## src/rtl/core/bota_pkg.sv

```systemverilog
// Shared types and constants for the box overlap track associator.
package bota_pkg;

   // Default capacity of one frame bank
   localparam int MAX_BOXES = 16;
   // Depth of the command queue between front and back
   localparam int QUEUE_DEPTH = 4;
   // Coordinate, identity and age widths
   localparam int COORD_W = 12;
   localparam int ID_W = 11;
   localparam int AGE_W = 16;
   // Identity meaning "unknown"
   localparam logic signed [ID_W-1:0] ID_NONE = 11'h7FF;
   // Saturation value of the age counter
   localparam logic [AGE_W-1:0] AGE_MAX = 16'hFFFF;

   // Command handed from front to back
   typedef struct packed {
      logic [COORD_W-1:0]        box_left;
      logic [COORD_W-1:0]        box_top;
      logic [COORD_W-1:0]        box_right;
      logic [COORD_W-1:0]        box_bottom;
      logic signed [ID_W-1:0]    recognized_id;
      logic                      is_box;
      logic                      frame_end;
   } cmd_type;

   // One stored entry of a frame bank
   typedef struct packed {
      logic [COORD_W-1:0]        box_left;
      logic [COORD_W-1:0]        box_top;
      logic [COORD_W-1:0]        box_right;
      logic [COORD_W-1:0]        box_bottom;
      logic signed [ID_W-1:0]    identity;
      logic [AGE_W-1:0]          age;
   } entry_type;

endpackage

```

## src/rtl/core/bota_ram.sv

```systemverilog
// Generic single-write, single-read RAM with registered read data.
module bota_ram #(
   parameter int WIDTH = 8,
   parameter int DEPTH = 32
) (
   input  logic                     clock,
   input  logic                     wr_en,
   input  logic [$clog2(DEPTH)-1:0] wr_addr,
   input  logic [WIDTH-1:0]         wr_data,
   input  logic                     rd_en,
   input  logic [$clog2(DEPTH)-1:0] rd_addr,
   output logic [WIDTH-1:0]         rd_data
);

   logic [WIDTH-1:0] mem_ff [DEPTH];
   logic [WIDTH-1:0] rd_data_ff;

   // Write port
   always_ff @(posedge clock) begin
      if (wr_en) begin
         mem_ff[wr_addr] <= wr_data;
      end
   end

   // Registered read port
   always_ff @(posedge clock) begin
      if (rd_en) begin
         rd_data_ff <= mem_ff[rd_addr];
      end
   end

   assign rd_data = rd_data_ff;

endmodule

```

## src/rtl/core/bota_front.sv

```systemverilog
// Front end: takes input transfers, holds enable, classifies items into commands.
module bota_front #(
   parameter int MAX_BOXES = bota_pkg::MAX_BOXES
) (
   input  logic                                  clock,
   input  logic                                  reset,
   // configuration
   input  logic                                  csr_valid,
   output logic                                  csr_ready,
   input  logic                                  csr_enable,
   // input channel
   input  logic                                  req_valid,
   output logic                                  req_stall,
   input  logic [bota_pkg::COORD_W-1:0]          req_box_left,
   input  logic [bota_pkg::COORD_W-1:0]          req_box_top,
   input  logic [bota_pkg::COORD_W-1:0]          req_box_right,
   input  logic [bota_pkg::COORD_W-1:0]          req_box_bottom,
   input  logic signed [bota_pkg::ID_W-1:0]      req_recognized_id,
   input  logic                                  req_has_box,
   input  logic                                  req_frame_end,
   // queue side
   output logic                                  push,
   output bota_pkg::cmd_type                     push_cmd,
   input  logic                                  queue_full
);

   localparam int CW = $clog2(MAX_BOXES + 1);

   logic          enable_ff, enable_in;
   logic [CW-1:0] count_ff, count_in;
   logic          accept;
   logic          is_box;

   assign csr_ready = 1'b1;
   assign req_stall = queue_full;
   assign accept    = req_valid && !req_stall;
   assign is_box    = req_has_box && (count_ff < CW'(MAX_BOXES));

   // Command build; dropped boxes only pass on their frame close
   assign push = accept && enable_ff && (is_box || req_frame_end);
   always_comb begin
      push_cmd.box_left      = req_box_left;
      push_cmd.box_top       = req_box_top;
      push_cmd.box_right     = req_box_right;
      push_cmd.box_bottom    = req_box_bottom;
      push_cmd.recognized_id = req_recognized_id;
      push_cmd.is_box        = is_box;
      push_cmd.frame_end     = req_frame_end;
   end

   // Enable register and per-frame box count
   always_comb begin
      enable_in = enable_ff;
      count_in  = count_ff;
      if (csr_valid && csr_ready) begin
         enable_in = csr_enable;
      end
      if (accept && enable_ff) begin
         if (req_frame_end) begin
            count_in = '0;
         end else if (is_box) begin
            count_in = count_ff + CW'(1);
         end
      end
   end

   always_ff @(posedge clock) begin
      if (reset) begin
         enable_ff <= 1'b0;
         count_ff  <= '0;
      end else begin
         enable_ff <= enable_in;
         count_ff  <= count_in;
      end
   end

endmodule

```

## src/rtl/core/bota_queue.sv

```systemverilog
// Short command queue decoupling the front end from the back end.
module bota_queue (
   input  logic              clock,
   input  logic              reset,
   input  logic              push,
   input  bota_pkg::cmd_type push_cmd,
   output logic              full,
   input  logic              pop,
   output logic              head_valid,
   output bota_pkg::cmd_type head_cmd
);

   localparam int DEPTH = bota_pkg::QUEUE_DEPTH;
   localparam int PW = $clog2(DEPTH);

   bota_pkg::cmd_type slot_ff [DEPTH];
   logic [PW-1:0]     wr_ptr_ff, wr_ptr_in;
   logic [PW-1:0]     rd_ptr_ff, rd_ptr_in;
   logic [PW:0]       fill_ff, fill_in;
   logic              do_push, do_pop;

   assign full       = (fill_ff == (PW+1)'(DEPTH));
   assign head_valid = (fill_ff != '0);
   assign head_cmd   = slot_ff[rd_ptr_ff];
   assign do_push    = push && !full;
   assign do_pop     = pop && head_valid;

   // Pointer and fill update
   always_comb begin
      wr_ptr_in = wr_ptr_ff;
      rd_ptr_in = rd_ptr_ff;
      fill_in   = fill_ff;
      if (do_push) begin
         wr_ptr_in = (wr_ptr_ff == PW'(DEPTH - 1)) ? '0 : wr_ptr_ff + PW'(1);
      end
      if (do_pop) begin
         rd_ptr_in = (rd_ptr_ff == PW'(DEPTH - 1)) ? '0 : rd_ptr_ff + PW'(1);
      end
      case ({do_push, do_pop})
         2'b10:   fill_in = fill_ff + (PW+1)'(1);
         2'b01:   fill_in = fill_ff - (PW+1)'(1);
         default: fill_in = fill_ff;
      endcase
   end

   always_ff @(posedge clock) begin
      if (reset) begin
         wr_ptr_ff <= '0;
         rd_ptr_ff <= '0;
         fill_ff   <= '0;
      end else begin
         wr_ptr_ff <= wr_ptr_in;
         rd_ptr_ff <= rd_ptr_in;
         fill_ff   <= fill_in;
      end
   end

   // Slot storage
   always_ff @(posedge clock) begin
      if (do_push) begin
         slot_ff[wr_ptr_ff] <= push_cmd;
      end
   end

endmodule

```

## src/rtl/core/bota_back.sv

```systemverilog
// Back end: scans the previous frame bank, assigns identity and age, drives results.
module bota_back #(
   parameter int MAX_BOXES = bota_pkg::MAX_BOXES
) (
   input  logic                             clock,
   input  logic                             reset,
   // queue side
   input  logic                             head_valid,
   input  bota_pkg::cmd_type                head_cmd,
   output logic                             pop,
   // result channel
   output logic                             rsp_valid,
   input  logic                             rsp_stall,
   output logic signed [bota_pkg::ID_W-1:0] rsp_identity,
   output logic                             rsp_inherited,
   output logic [bota_pkg::AGE_W-1:0]       rsp_age
);

   localparam int CW = $clog2(MAX_BOXES + 1);
   localparam int AW = $clog2(2 * MAX_BOXES);
   localparam int EW = $bits(bota_pkg::entry_type);
   localparam int XW = bota_pkg::COORD_W;
   localparam int PW = 2 * XW;

   typedef enum logic [4:0] {
      ST_IDLE   = 5'b00001,
      ST_SCAN   = 5'b00010,
      ST_DECIDE = 5'b00100,
      ST_AGE    = 5'b01000,
      ST_WRITE  = 5'b10000
   } state_type;

   // Positive extent of two intervals
   function automatic logic [XW-1:0] span(input logic [XW-1:0] lo_a, input logic [XW-1:0] hi_a,
                                          input logic [XW-1:0] lo_b, input logic [XW-1:0] hi_b);
      logic [XW-1:0] lo;
      logic [XW-1:0] hi;
      lo = (lo_a > lo_b) ? lo_a : lo_b;
      hi = (hi_a < hi_b) ? hi_a : hi_b;
      return (hi > lo) ? hi - lo : '0;
   endfunction

   state_type                state_ff, state_in;
   bota_pkg::cmd_type        cmd_ff, cmd_in;
   logic [XW-1:0]            own_w_ff, own_w_in, own_h_ff, own_h_in;
   logic [PW-3:0]            own_q_ff, own_q_in;
   logic [CW-1:0]            rd_k_ff, rd_k_in;
   logic                     v1_ff, v1_in, v2_ff, v2_in;
   logic [XW-1:0]            ov_w_ff, ov_w_in, ov_h_ff, ov_h_in;
   logic signed [bota_pkg::ID_W-1:0] ov_id_ff, ov_id_in;
   logic [PW-1:0]            best_ff, best_in;
   logic signed [bota_pkg::ID_W-1:0] best_id_ff, best_id_in;
   logic signed [bota_pkg::ID_W-1:0] id_ff, id_in;
   logic                     inh_ff, inh_in;
   logic                     found_ff, found_in;
   logic [bota_pkg::AGE_W-1:0] age_ff, age_in;
   logic [CW-1:0]            prev_count_ff, prev_count_in;
   logic [CW-1:0]            wr_count_ff, wr_count_in;
   logic                     bank_ff, bank_in;
   logic                     rsp_valid_ff, rsp_valid_in;
   logic signed [bota_pkg::ID_W-1:0] rsp_id_ff, rsp_id_in;
   logic                     rsp_inh_ff, rsp_inh_in;
   logic [bota_pkg::AGE_W-1:0] rsp_age_ff, rsp_age_in;

   logic                     rd_en, wr_en, out_free, rd_more;
   logic [AW-1:0]            prev_base, cur_base, rd_addr, wr_addr;
   logic [EW-1:0]            rd_data;
   bota_pkg::entry_type      rd_entry, wr_entry;
   logic [PW-1:0]            ov_area, own_area;
   logic [CW-1:0]            cnt_next;

   // Entry memory: two banks of MAX_BOXES entries
   bota_ram #(
      .WIDTH(EW),
      .DEPTH(2 * MAX_BOXES)
   ) u_ram (
      .clock  (clock),
      .wr_en  (wr_en),
      .wr_addr(wr_addr),
      .wr_data(wr_entry),
      .rd_en  (rd_en),
      .rd_addr(rd_addr),
      .rd_data(rd_data)
   );

   assign rd_entry  = bota_pkg::entry_type'(rd_data);
   assign prev_base = bank_ff ? '0 : AW'(MAX_BOXES);
   assign cur_base  = bank_ff ? AW'(MAX_BOXES) : '0;
   assign rd_addr   = prev_base + AW'(rd_k_ff);
   assign wr_addr   = cur_base + AW'(wr_count_ff);
   assign rd_more   = (rd_k_ff < prev_count_ff);
   assign out_free  = !rsp_valid_ff || !rsp_stall;
   assign pop       = (state_ff == ST_IDLE) && head_valid;
   assign cnt_next  = wr_count_ff + CW'(1);

   // Read issue during both scans; age scan stops at first match
   assign rd_en = rd_more && ((state_ff == ST_SCAN) || ((state_ff == ST_AGE) && !found_ff));

   // Multipliers: candidate overlap and own area
   assign ov_area  = ov_w_ff * ov_h_ff;
   assign own_area = own_w_ff * own_h_ff;

   always_comb begin
      wr_entry.box_left   = cmd_ff.box_left;
      wr_entry.box_top    = cmd_ff.box_top;
      wr_entry.box_right  = cmd_ff.box_right;
      wr_entry.box_bottom = cmd_ff.box_bottom;
      wr_entry.identity   = id_ff;
      wr_entry.age        = age_ff;
   end

   // Sequencer and scan pipeline
   always_comb begin
      state_in      = state_ff;
      cmd_in        = cmd_ff;
      own_w_in      = own_w_ff;
      own_h_in      = own_h_ff;
      own_q_in      = own_q_ff;
      rd_k_in       = rd_k_ff;
      v1_in         = rd_en;
      v2_in         = v1_ff && (state_ff == ST_SCAN);
      ov_w_in       = span(cmd_ff.box_left, cmd_ff.box_right,
                           rd_entry.box_left, rd_entry.box_right);
      ov_h_in       = span(cmd_ff.box_top, cmd_ff.box_bottom,
                           rd_entry.box_top, rd_entry.box_bottom);
      ov_id_in      = rd_entry.identity;
      best_in       = best_ff;
      best_id_in    = best_id_ff;
      id_in         = id_ff;
      inh_in        = inh_ff;
      found_in      = found_ff;
      age_in        = age_ff;
      prev_count_in = prev_count_ff;
      wr_count_in   = wr_count_ff;
      bank_in       = bank_ff;
      wr_en         = 1'b0;
      rsp_id_in     = rsp_id_ff;
      rsp_inh_in    = rsp_inh_ff;
      rsp_age_in    = rsp_age_ff;
      rsp_valid_in  = rsp_valid_ff && rsp_stall;

      if (rd_en) begin
         rd_k_in = rd_k_ff + CW'(1);
      end

      case (state_ff)
         ST_IDLE: begin
            if (head_valid) begin
               cmd_in   = head_cmd;
               own_w_in = span(head_cmd.box_left, head_cmd.box_right,
                               head_cmd.box_left, head_cmd.box_right);
               own_h_in = span(head_cmd.box_top, head_cmd.box_bottom,
                               head_cmd.box_top, head_cmd.box_bottom);
               rd_k_in  = '0;
               best_in  = '0;
               if (head_cmd.is_box) begin
                  state_in = ST_SCAN;
               end else begin
                  // marker or dropped box closing the frame
                  prev_count_in = wr_count_ff;
                  wr_count_in   = '0;
                  bank_in       = !bank_ff;
               end
            end
         end
         ST_SCAN: begin
            own_q_in = own_area[PW-1:2];
            // strict compare keeps the earliest of equal overlaps
            if (v2_ff && (ov_area > best_ff)) begin
               best_in    = ov_area;
               best_id_in = ov_id_ff;
            end
            if (!rd_more && !v1_ff && !v2_ff) begin
               state_in = ST_DECIDE;
            end
         end
         ST_DECIDE: begin
            id_in  = bota_pkg::ID_NONE;
            inh_in = 1'b0;
            if (best_ff > PW'(own_q_ff)) begin
               id_in  = best_id_ff;
               inh_in = 1'b1;
            end
            if (!cmd_ff.recognized_id[bota_pkg::ID_W-1]) begin
               id_in = cmd_ff.recognized_id;
            end
            rd_k_in  = '0;
            found_in = 1'b0;
            age_in   = '0;
            state_in = ST_AGE;
         end
         ST_AGE: begin
            if (v1_ff && !found_ff && (rd_entry.identity == id_ff)) begin
               found_in = 1'b1;
               age_in   = (rd_entry.age == bota_pkg::AGE_MAX) ?
                          rd_entry.age : rd_entry.age + bota_pkg::AGE_W'(1);
            end
            if (found_ff || (!rd_more && !v1_ff)) begin
               state_in = ST_WRITE;
            end
         end
         ST_WRITE: begin
            if (out_free) begin
               wr_en        = 1'b1;
               rsp_valid_in = 1'b1;
               rsp_id_in    = id_ff;
               rsp_inh_in   = inh_ff;
               rsp_age_in   = age_ff;
               if (cmd_ff.frame_end) begin
                  prev_count_in = cnt_next;
                  wr_count_in   = '0;
                  bank_in       = !bank_ff;
               end else begin
                  wr_count_in = cnt_next;
               end
               state_in = ST_IDLE;
            end
         end
         default: begin
            state_in = ST_IDLE;
         end
      endcase
   end

   // Control registers
   always_ff @(posedge clock) begin
      if (reset) begin
         state_ff      <= ST_IDLE;
         rd_k_ff       <= '0;
         v1_ff         <= 1'b0;
         v2_ff         <= 1'b0;
         found_ff      <= 1'b0;
         prev_count_ff <= '0;
         wr_count_ff   <= '0;
         bank_ff       <= 1'b0;
         rsp_valid_ff  <= 1'b0;
      end else begin
         state_ff      <= state_in;
         rd_k_ff       <= rd_k_in;
         v1_ff         <= v1_in;
         v2_ff         <= v2_in;
         found_ff      <= found_in;
         prev_count_ff <= prev_count_in;
         wr_count_ff   <= wr_count_in;
         bank_ff       <= bank_in;
         rsp_valid_ff  <= rsp_valid_in;
      end
   end

   // Payload registers
   always_ff @(posedge clock) begin
      cmd_ff     <= cmd_in;
      own_w_ff   <= own_w_in;
      own_h_ff   <= own_h_in;
      own_q_ff   <= own_q_in;
      ov_w_ff    <= ov_w_in;
      ov_h_ff    <= ov_h_in;
      ov_id_ff   <= ov_id_in;
      best_ff    <= best_in;
      best_id_ff <= best_id_in;
      id_ff      <= id_in;
      inh_ff     <= inh_in;
      age_ff     <= age_in;
      rsp_id_ff  <= rsp_id_in;
      rsp_inh_ff <= rsp_inh_in;
      rsp_age_ff <= rsp_age_in;
   end

   assign rsp_valid     = rsp_valid_ff;
   assign rsp_identity  = rsp_id_ff;
   assign rsp_inherited = rsp_inh_ff;
   assign rsp_age       = rsp_age_ff;

endmodule

```

## src/rtl/core/box_overlap_track_associator.sv

```systemverilog
// Top level of the box overlap track associator.
//
// Usage: detected boxes of a frame arrive one per req_ transfer; req_frame_end
// closes the frame after that item. Each box with req_has_box set yields one
// rsp_ transfer with its identity, inherited flag and age; markers and boxes
// past MAX_BOXES in a frame yield none. csr_enable (written through csr_valid,
// always ready) gates everything: while it is low, items are taken and dropped.
// The front takes an item per cycle, while the queue is not full, into a four-entry
// command queue. The back handles one command at a time; the single read port of
// the entry memory is scanned once for the best overlap and once for the age
// lookup, and the age lookup ends early on its first hit.
// Reset clears enable, the queue, the frame counts and the bank select; the
// entry memory is not cleared, and only entries written in the previous frame
// are read. When the receiver stalls, the result is held in the output
// register, the back waits, and the queue fills until req_stall rises.
module box_overlap_track_associator #(
   parameter int MAX_BOXES = bota_pkg::MAX_BOXES
) (
   input  logic                                  clock,
   input  logic                                  reset,
   input  logic                                  csr_valid,
   output logic                                  csr_ready,
   input  logic                                  csr_enable,
   input  logic                                  req_valid,
   output logic                                  req_stall,
   input  logic [bota_pkg::COORD_W-1:0]          req_box_left,
   input  logic [bota_pkg::COORD_W-1:0]          req_box_top,
   input  logic [bota_pkg::COORD_W-1:0]          req_box_right,
   input  logic [bota_pkg::COORD_W-1:0]          req_box_bottom,
   input  logic signed [bota_pkg::ID_W-1:0]      req_recognized_id,
   input  logic                                  req_has_box,
   input  logic                                  req_frame_end,
   output logic                                  rsp_valid,
   input  logic                                  rsp_stall,
   output logic signed [bota_pkg::ID_W-1:0]      rsp_identity,
   output logic                                  rsp_inherited,
   output logic [bota_pkg::AGE_W-1:0]            rsp_age
);

   logic              push, queue_full, pop, head_valid;
   bota_pkg::cmd_type push_cmd, head_cmd;

   // Front: input transfers and classification
   bota_front #(
      .MAX_BOXES(MAX_BOXES)
   ) u_front (
      .clock            (clock),
      .reset            (reset),
      .csr_valid        (csr_valid),
      .csr_ready        (csr_ready),
      .csr_enable       (csr_enable),
      .req_valid        (req_valid),
      .req_stall        (req_stall),
      .req_box_left     (req_box_left),
      .req_box_top      (req_box_top),
      .req_box_right    (req_box_right),
      .req_box_bottom   (req_box_bottom),
      .req_recognized_id(req_recognized_id),
      .req_has_box      (req_has_box),
      .req_frame_end    (req_frame_end),
      .push             (push),
      .push_cmd         (push_cmd),
      .queue_full       (queue_full)
   );

   // Command queue
   bota_queue u_queue (
      .clock     (clock),
      .reset     (reset),
      .push      (push),
      .push_cmd  (push_cmd),
      .full      (queue_full),
      .pop       (pop),
      .head_valid(head_valid),
      .head_cmd  (head_cmd)
   );

   // Back: association and result delivery
   bota_back #(
      .MAX_BOXES(MAX_BOXES)
   ) u_back (
      .clock        (clock),
      .reset        (reset),
      .head_valid   (head_valid),
      .head_cmd     (head_cmd),
      .pop          (pop),
      .rsp_valid    (rsp_valid),
      .rsp_stall    (rsp_stall),
      .rsp_identity (rsp_identity),
      .rsp_inherited(rsp_inherited),
      .rsp_age      (rsp_age)
   );

endmodule

```

## config.mk

```make
export PLATFORM = sky130hd
export DESIGN_NAME = box_overlap_track_associator
export DESIGN_NICKNAME = d
export VERILOG_FILES = /design/src/rtl/core/bota_pkg.sv /design/src/rtl/core/bota_ram.sv /design/src/rtl/core/bota_front.sv /design/src/rtl/core/bota_queue.sv /design/src/rtl/core/bota_back.sv /design/src/rtl/core/box_overlap_track_associator.sv
export SDC_FILE = /design/constraint.sdc
export NUM_CORES = 2
export LEC_CHECK = 0
export BUFFER_PORTS_ARGS = -buffer_cell sky130_fd_sc_hd__buf_4
export CAP_MARGIN = 20
export CORE_UTILIZATION = 60
export CTS_CLUSTER_DIAMETER = 60
export DETAILED_ROUTE_END_ITERATION = 8
export GPL_TIMING_DRIVEN = 0
export PLACE_DENSITY = 0.75
export SYNTH_ARGS = -nofsm -noshare
export SYNTH_HDL_FRONTEND = slang
export SYNTH_HIERARCHICAL = 1
export SYNTH_SLANG_ARGS = --single-unit
```

## constraint.sdc

```tcl
create_clock -name clock -period 18.99 [get_ports clock]
set_input_delay 0.9495 -clock clock [delete_from_list [all_inputs] [get_ports clock]]
set_output_delay 0.9495 -clock clock [all_outputs]
set_load 0.1 [all_outputs]
```

### After elaboration in Yosys (flattened, before gate mapping)

Memories as Yosys holds them, arrays and structs flattened. A register that Yosys moved wholly into a read port is not among the register bits.
Cells that the tools add are included.

| cells by class | value |
|---|---|
| add/sub/neg operators | 14 |
| multiply operators | 2 |
| divide/modulo/power cells | 0 |
| $lt $le $gt $ge | 12 |
| equality and inequality tests | 21 |
| shifts and indexed selects | 0 |
| muxes and demuxes | 56 |
| bitwise operators | 0 |
| reduce and logical (&&, ||, !) cells | 43 |

Operator list:

| cell | number |
|---|---|
| 2-to-1 mux 5 bit | 19 |
| > comparator 12 bit | 6 |
| multiplier 12 x 12 -> 24 bit | 2 |
| 2-to-1 mux 12 bit | 4 |
| 2-to-1 mux 24 bit | 2 |
| one-hot mux 24 bit (2 select lines) | 1 |
| subtractor 12 bit | 4 |
| 2-to-1 mux 16 bit | 2 |
| one-hot mux 16 bit (2 select lines) | 1 |
| one-hot mux 5 bit (2 select lines) | 3 |
| one-hot mux 5 bit (5 select lines) | 1 |
| > comparator 24 x 22 -> 1 bit | 1 |
| > comparator 24 bit | 1 |
| less-than comparator 12 bit | 2 |
| adder 16 x 1 -> 16 bit (second input constant) | 1 |
| equality test 16 bit (second input constant) | 1 |
| logical AND 1 bit | 16 |
| adder 5 x 1 -> 5 bit (second input constant) | 3 |
| 2-to-1 mux 1 bit | 14 |
| equality test 11 bit | 1 |
| 2-to-1 mux 11 bit | 1 |
| adder 5 bit | 2 |
| 2-to-1 mux 10 bit | 1 |
| != test 2 bit (second input constant) | 5 |
| 25 further kinds | 54 |

| storage, ports and cells | value |
|---|---|
| register bits | 270 |
| latch bits | 0 |
| memory bits (writable) | 2644 |
| memory bits (read-only) | 0 |
| output and inout bits | 31 |
| logic and storage cells | 185 |
| memories | 2 |

Memories:

| name | words | width | read ports | clocked after Yosys merged registers in | wr ports | line | text |
|---|---|---|---|---|---|---|---|
| u_back.u_ram.mem_ff | 32 | 75 | 1 | 1 | 1 | bota_ram.sv:15 | `logic [WIDTH-1:0] mem_ff [DEPTH];` |
| u_queue.slot_ff | 4 | 61 | 1 | 1 | 1 | bota_queue.sv:16 | `bota_pkg::cmd_type slot_ff [DEPTH];` |

### Logic depth before layout (Yosys ltp)

| depth | value |
|---|---|
| word-level depth | 8 |
| depth in mapped cells | 26 |
| gate-level depth less buffers | 25 |

### Modules after synthesis

The synthesis kept the hierarchy.

By module, submodules not included:

| module | instances | cells each | area an instance (um^2) |
|---|---|---|---|
| bota_ram | 1 | 4384 | 93553.5 |
| bota_back | 1 | 2431 | 23675.2 |
| bota_queue | 1 | 373 | 9278.9 |
| bota_front | 1 | 92 | 760.7 |

### Worst setup path after synthesis

Ideal clock, no wire load.

| timing | value |
|---|---|
| kind | reg2reg |
| start | register u_back.ov_h_ff[3] |
| end | register u_back.best_ff[0], enable pin |
| setup time | 0.420 ns |
| data arrival time | 7.062 ns |
| data required time | 18.570 ns |
| setup slack | 11.508 ns |
| stages on the path, launching flop included | 24 |
| path buffers | 1 |
| clock period less this slack | 7.482 ns |
| cells stage by stage | dfxtp_1 > clkbuf_1 > nand2_1 > fa_1 > fa_1 > inv_1 > fa_1 > fa_1 > inv_1 > fa_1 > inv_1 > ha_1 > a221oi_1 > o21ai_0 > a32oi_1 > o21ai_1 > a31oi_1 > xnor2_1 > ha_1 > nand4_1 > nor3_1 > nor3b_1 > o31ai_1 > a31oi_1 |

| between the ends | value |
|---|---|
| longest elaborated chain between the ends | 5 |

Ends and longest elaborated chain:

| item | line | text |
|---|---|---|
| start: declaration | bota_back.sv:49 | `logic [XW-1:0] ov_w_ff, ov_w_in, ov_h_ff, ov_h_in;` |
| start signal: assignment | bota_back.sv:257 | `ov_h_ff <= ov_h_in;` |
| multiplier 12 x 12 -> 24 bit | bota_back.sv:100 | `assign ov_area = ov_w_ff * ov_h_ff;` |
| named net u_back.ov_area[22] | bota_back.sv:69 | `logic [PW-1:0] ov_area, own_area;` |
| > comparator 24 bit | bota_back.sv:169 | `if (v2_ff && (ov_area > best_ff)) begin` |
| logical AND 1 bit | bota_back.sv:169 |  |
| != test 2 bit (no source line) | -- |  |
| AND reduction 3 bit (no source line) | -- |  |
| end signal: assignment | bota_back.sv:259 | `best_ff <= best_in;` |
| end: declaration | bota_back.sv:51 | `logic [PW-1:0] best_ff, best_in;` |

The timed path passes the listed nets, and every way through them passes these cells.
A chain may end at the register's enable or synchronous reset.

### Final worst setup path

| timing | value |
|---|---|
| start | register u_back.ov_w_ff[2] |
| end | register u_back.best_ff[16], enable pin |

| between the ends | value |
|---|---|
| longest elaborated chain between the ends | 5 |

Ends and longest elaborated chain:

| item | line | text |
|---|---|---|
| start: declaration | bota_back.sv:49 |  |
| start signal: assignment | bota_back.sv:256 | `ov_w_ff <= ov_w_in;` |
| multiplier 12 x 12 -> 24 bit | bota_back.sv:100 |  |
| named net u_back.ov_area[22] | bota_back.sv:69 |  |
| > comparator 24 bit | bota_back.sv:169 |  |
| logical AND 1 bit | bota_back.sv:169 |  |
| != test 2 bit (no source line) | -- |  |
| AND reduction 3 bit (no source line) | -- |  |

The timed path passes the listed nets, and every way through them passes these cells.

==> impl_results.md <==
* WL final at 352000 um
* Largest cells by area after synthesis: edfxtp_1, mux4_2, mux2i_1, fa_1, ha_1
* Vias/cell at ~6.6
* DRC violation count after routing at 0
* Syn nets at between 7000 and 8000
* Synth Area in XOR/XNOR at 0.00571
* Startpoint Class: flip-flop
* Number of flops mapped to enable cells by yosys at 2916
* Final Hold Fails at 0
* Worst EP arrival at 8.63 ns
* CP Data Required Time at a little under 20 ns
* Syn Inst Count at ~7300
* Routed vias at 72000
* First-pass DRT Iterations at 8
* Starting Density at 0.605
* Crit path time final at 8.05 ns
* CTS Hold Bufs at 0
* Fmax at 124 MHz
* Share of cells above drive strength 1 at 0.166
* Total core area at 210000 sq um
* Die width at roughly 460 um
* Final hold slack at ~0.19 ns
* Final #Nets at 8371
* DIE HEIGHT at 463 um
* Hold WC Path Type: input port to flip-flop
* CTS resizes at 0
* Mean post-synth cell area at 17.5 sq um
* Compound-Gate Fraction of Synth Area at 0.0486
* First-pass GRT wire length at 496000 um
* Total power density per cell area at 97.5 nW/um^2
* Slew HR at 0.160
* Placer Congestion at 0.882
* Sequential-to-total area share from yosys stat at 0.700
* Gr usage total at 0.324
* Number of buffers created by CTS at 306
* Worst slew pin tran at 1.26 ns
* Non-Filler Instances at 10900
* Yosys top cell area share at 0.688
* Core Rows at 168
* Area grow syn2layout at 14.1%
* # port buffers at 37
* Worst-Skew Late Latency at just under 1 ns
* Synth unique cells at 93
* Final Power at 14.2 mW
* Synthesized cell area at 127000 sq um
* Synth Area in Adders at 0.0595
* Top cell type by total area after synthesis: edfxtp_1
* Root buffer cell: clkbuf_16
* Total congestion overflow at 0
* Largest family of logic cells by synthesized area: multiplexers
* Post-CTS setup buffer count at 0
* Critical path type: flip-flop to flip-flop
* Synth Area in Simple Gates at 0.0399
* CTS tree: built
* Post-Route Skew at 0.106 ns
* Setup crit end kind: flip-flop
* Htree depth at 5
* Starting DRT DRC Count at 10100
* Post-synthesis mux area share at 0.117
* # setup viols final at 0
* RSZ-0062 raised after global routing: no
* P_leak at 48.2 nW
* Largest fanout on the critical path at 16
* Total of max-cap violations at 0
* Fin crit share at 0.424
* CTS max path bufs at 4
* FF+latch count, synth at 2991
* Top_reg_cell synth: edfxtp_1
* Synthesis Warnings at 6
* Largest net degree at the start of global routing at between 70 and 80
* Setup tns final at 0 ns
* Antenna Nets Post-Route at 0
* Cell count after placement at 10300
* HPWL Detailed at 236000 um
* Die ar. at about 210000 sq um
* Status: finished clean
* Antenna violations before repair at 17
* Clock sink count at 2991
* Number of global-route vias before repair at 71600
* Worst VDD drop at roughly 0.09 mV
* Async SR Flop Fraction at 0
* Count of final max-slew check failures at 0
* Routed WL per cell at 32.4 um
* # IOs at a little under 100
* Reg clk slew, reported paths at 0.06 ns
==> report_power, final <==
part	internal, mW	switching [mW]	total (mW)
clock network	3.36	2.45	5.81
logic	0.415	0.652	1.07
registers	7.25	0.0403	7.29
total	11.0	3.14	14.2
==> flip-flops by register name (all words and copies together), names as in the netlist, 11 cells and up, named ones only <==
signal / count
u_back/u_ram/rd_data: 75
u_back/ov_id_ff: 11
u_back/own_q_ff: 22
u_back/id_ff: 11
u_back/age_ff: 16
u_back/rsp_age: 16
u_back/ov_w_ff: 12
u_back/cmd_ff: 60
u_back/rsp_identity: 11
u_queue/slot_ff: 244
u_back/best_id_ff: 11
u_back/own_w_ff: 12
u_back/best_ff: 24
u_back/ov_h_ff: 12
u_back/u_ram/mem_ff: 2400
u_back/own_h_ff: 12
==> path summary, 6_finish.rpt <==
check	startpoint	end	slack, ns	cells after the start
hold reg to reg	u_back/ov_id_ff[9]$_DFF_P_	u_back/best_id_ff[9]$_DFFE_PP_	0.37	0
hold / removal	req_box_top[6]	u_queue/slot_ff[1][43]$_DFFE_PP_	0.19	1
setup reg to reg	u_back/ov_w_ff[2]$_SDFF_PP0_	u_back/best_ff[16]$_SDFFCE_PP0P_	10.94	24
setup / recovery	u_back/ov_w_ff[2]$_SDFF_PP0_	u_back/best_ff[16]$_SDFFCE_PP0P_	10.94	24
==> placed cells by master (no fill, tap or decap), types with 205 or more instances in the layout <==
master and n:
a22oi_1 377, clkbuf_16 317, nand2_1 262, clkbuf_1 226, fa_1 205, ha_1 277, mux4_2 371, inv_1 404
edfxtp_1 2916, mux2i_1 619
==> Yosys cell counts, drive strengths merged, types with 6 or more instances <==
cell	count
nor3b	7
o21ai	66
o21bai	8
nor2b	47
nand3	171
mux2i	619
clkbuf	172
o31ai	9
fa	205
and2	142
o21a	17
o31a	6
a211oi	28
and4	8
nand3b	10
o211ai	25
a22o	47
xor2	46
a22oi	377
or3	19
dfxtp	75
nand2	262
a21oi	121
ha	277
and3	27
nand4	59
nand2b	19
nor4	7
a21o	40
xnor2	37
buf	236
inv	404
nor2	183
mux2	28
a211o	7
a31oi	72
mux4	371
edfxtp	2916
nor3	42
==> area by class of cell <==
class / count / area [sq um]
fillers: 12900 / 64900
repair buffers: 234 / 4650
multi-input cells: 3476 / 34800
clock inverters: 157 / 1320
diodes: 7 / 17.5
clock buffers: 379 / 8220
inverters: 405 / 1530
well taps: 2805 / 3510
plain buffers: 408 / 2210
flip-flops and latches: 2991 / 89100
==> layer usage <==
layer / vias to the layer above / wire (um) / share of wire / GRT usage
met1: 36600 / 126000 / 0.36 / 0.426
met5: - / 222 / 0.00063 / 0.00334
li1: 29500 / - / - / -
met4: 18 / 18400 / 0.052 / 0.149
met2: 4926 / 165000 / 0.47 / 0.510
met3: 928 / 42200 / 0.12 / 0.0857
==> stage by stage <==
step / util / instance area, sq um / setup slack, ns
after global placement: 0.623 / 131000 / 5.33
after detailed placement: 0.641 / 135000 / 11.09
after global routing: 0.691 / 145000 / 10.54
final: 0.691 / 145000 / 10.94
after floorplan: - / 127000 / 11.51
after CTS: 0.686 / 144000 / 11.01
==> cell families after synthesis <==
kind of cell	Yosys count
AOI/OAI and AO/OA	874
xor gates and xnor gates	83
adders and majority gates	482
buffers and inverters	813
DFF	2991
muxes	1018
other	1
and+or+nand+nor	1018
==> worst max-delay path: stages, from the launching register on <==
cell	delay (ns)
dfxtp_1	0.45
clkbuf_1	0.49
nand2_1	0.17
fa_1	0.52
fa_1	0.49
inv_1	0.05
fa_1	0.47
fa_1	0.51
inv_1	0.07
fa_1	0.48
inv_1	0.06
ha_1	0.33
a221oi_1	0.29
o21ai_0	0.19
a32oi_1	0.47
o21ai_1	0.23
a31oi_1	0.35
xnor2_1	0.15
ha_1	0.31
nand4_1	0.11
nor3_1	0.20
nor3b_1	0.32
o31ai_1	0.18
a31oi_2	0.57
buf_8	0.26
No activity file was read; power rests on OpenSTA's default activity.
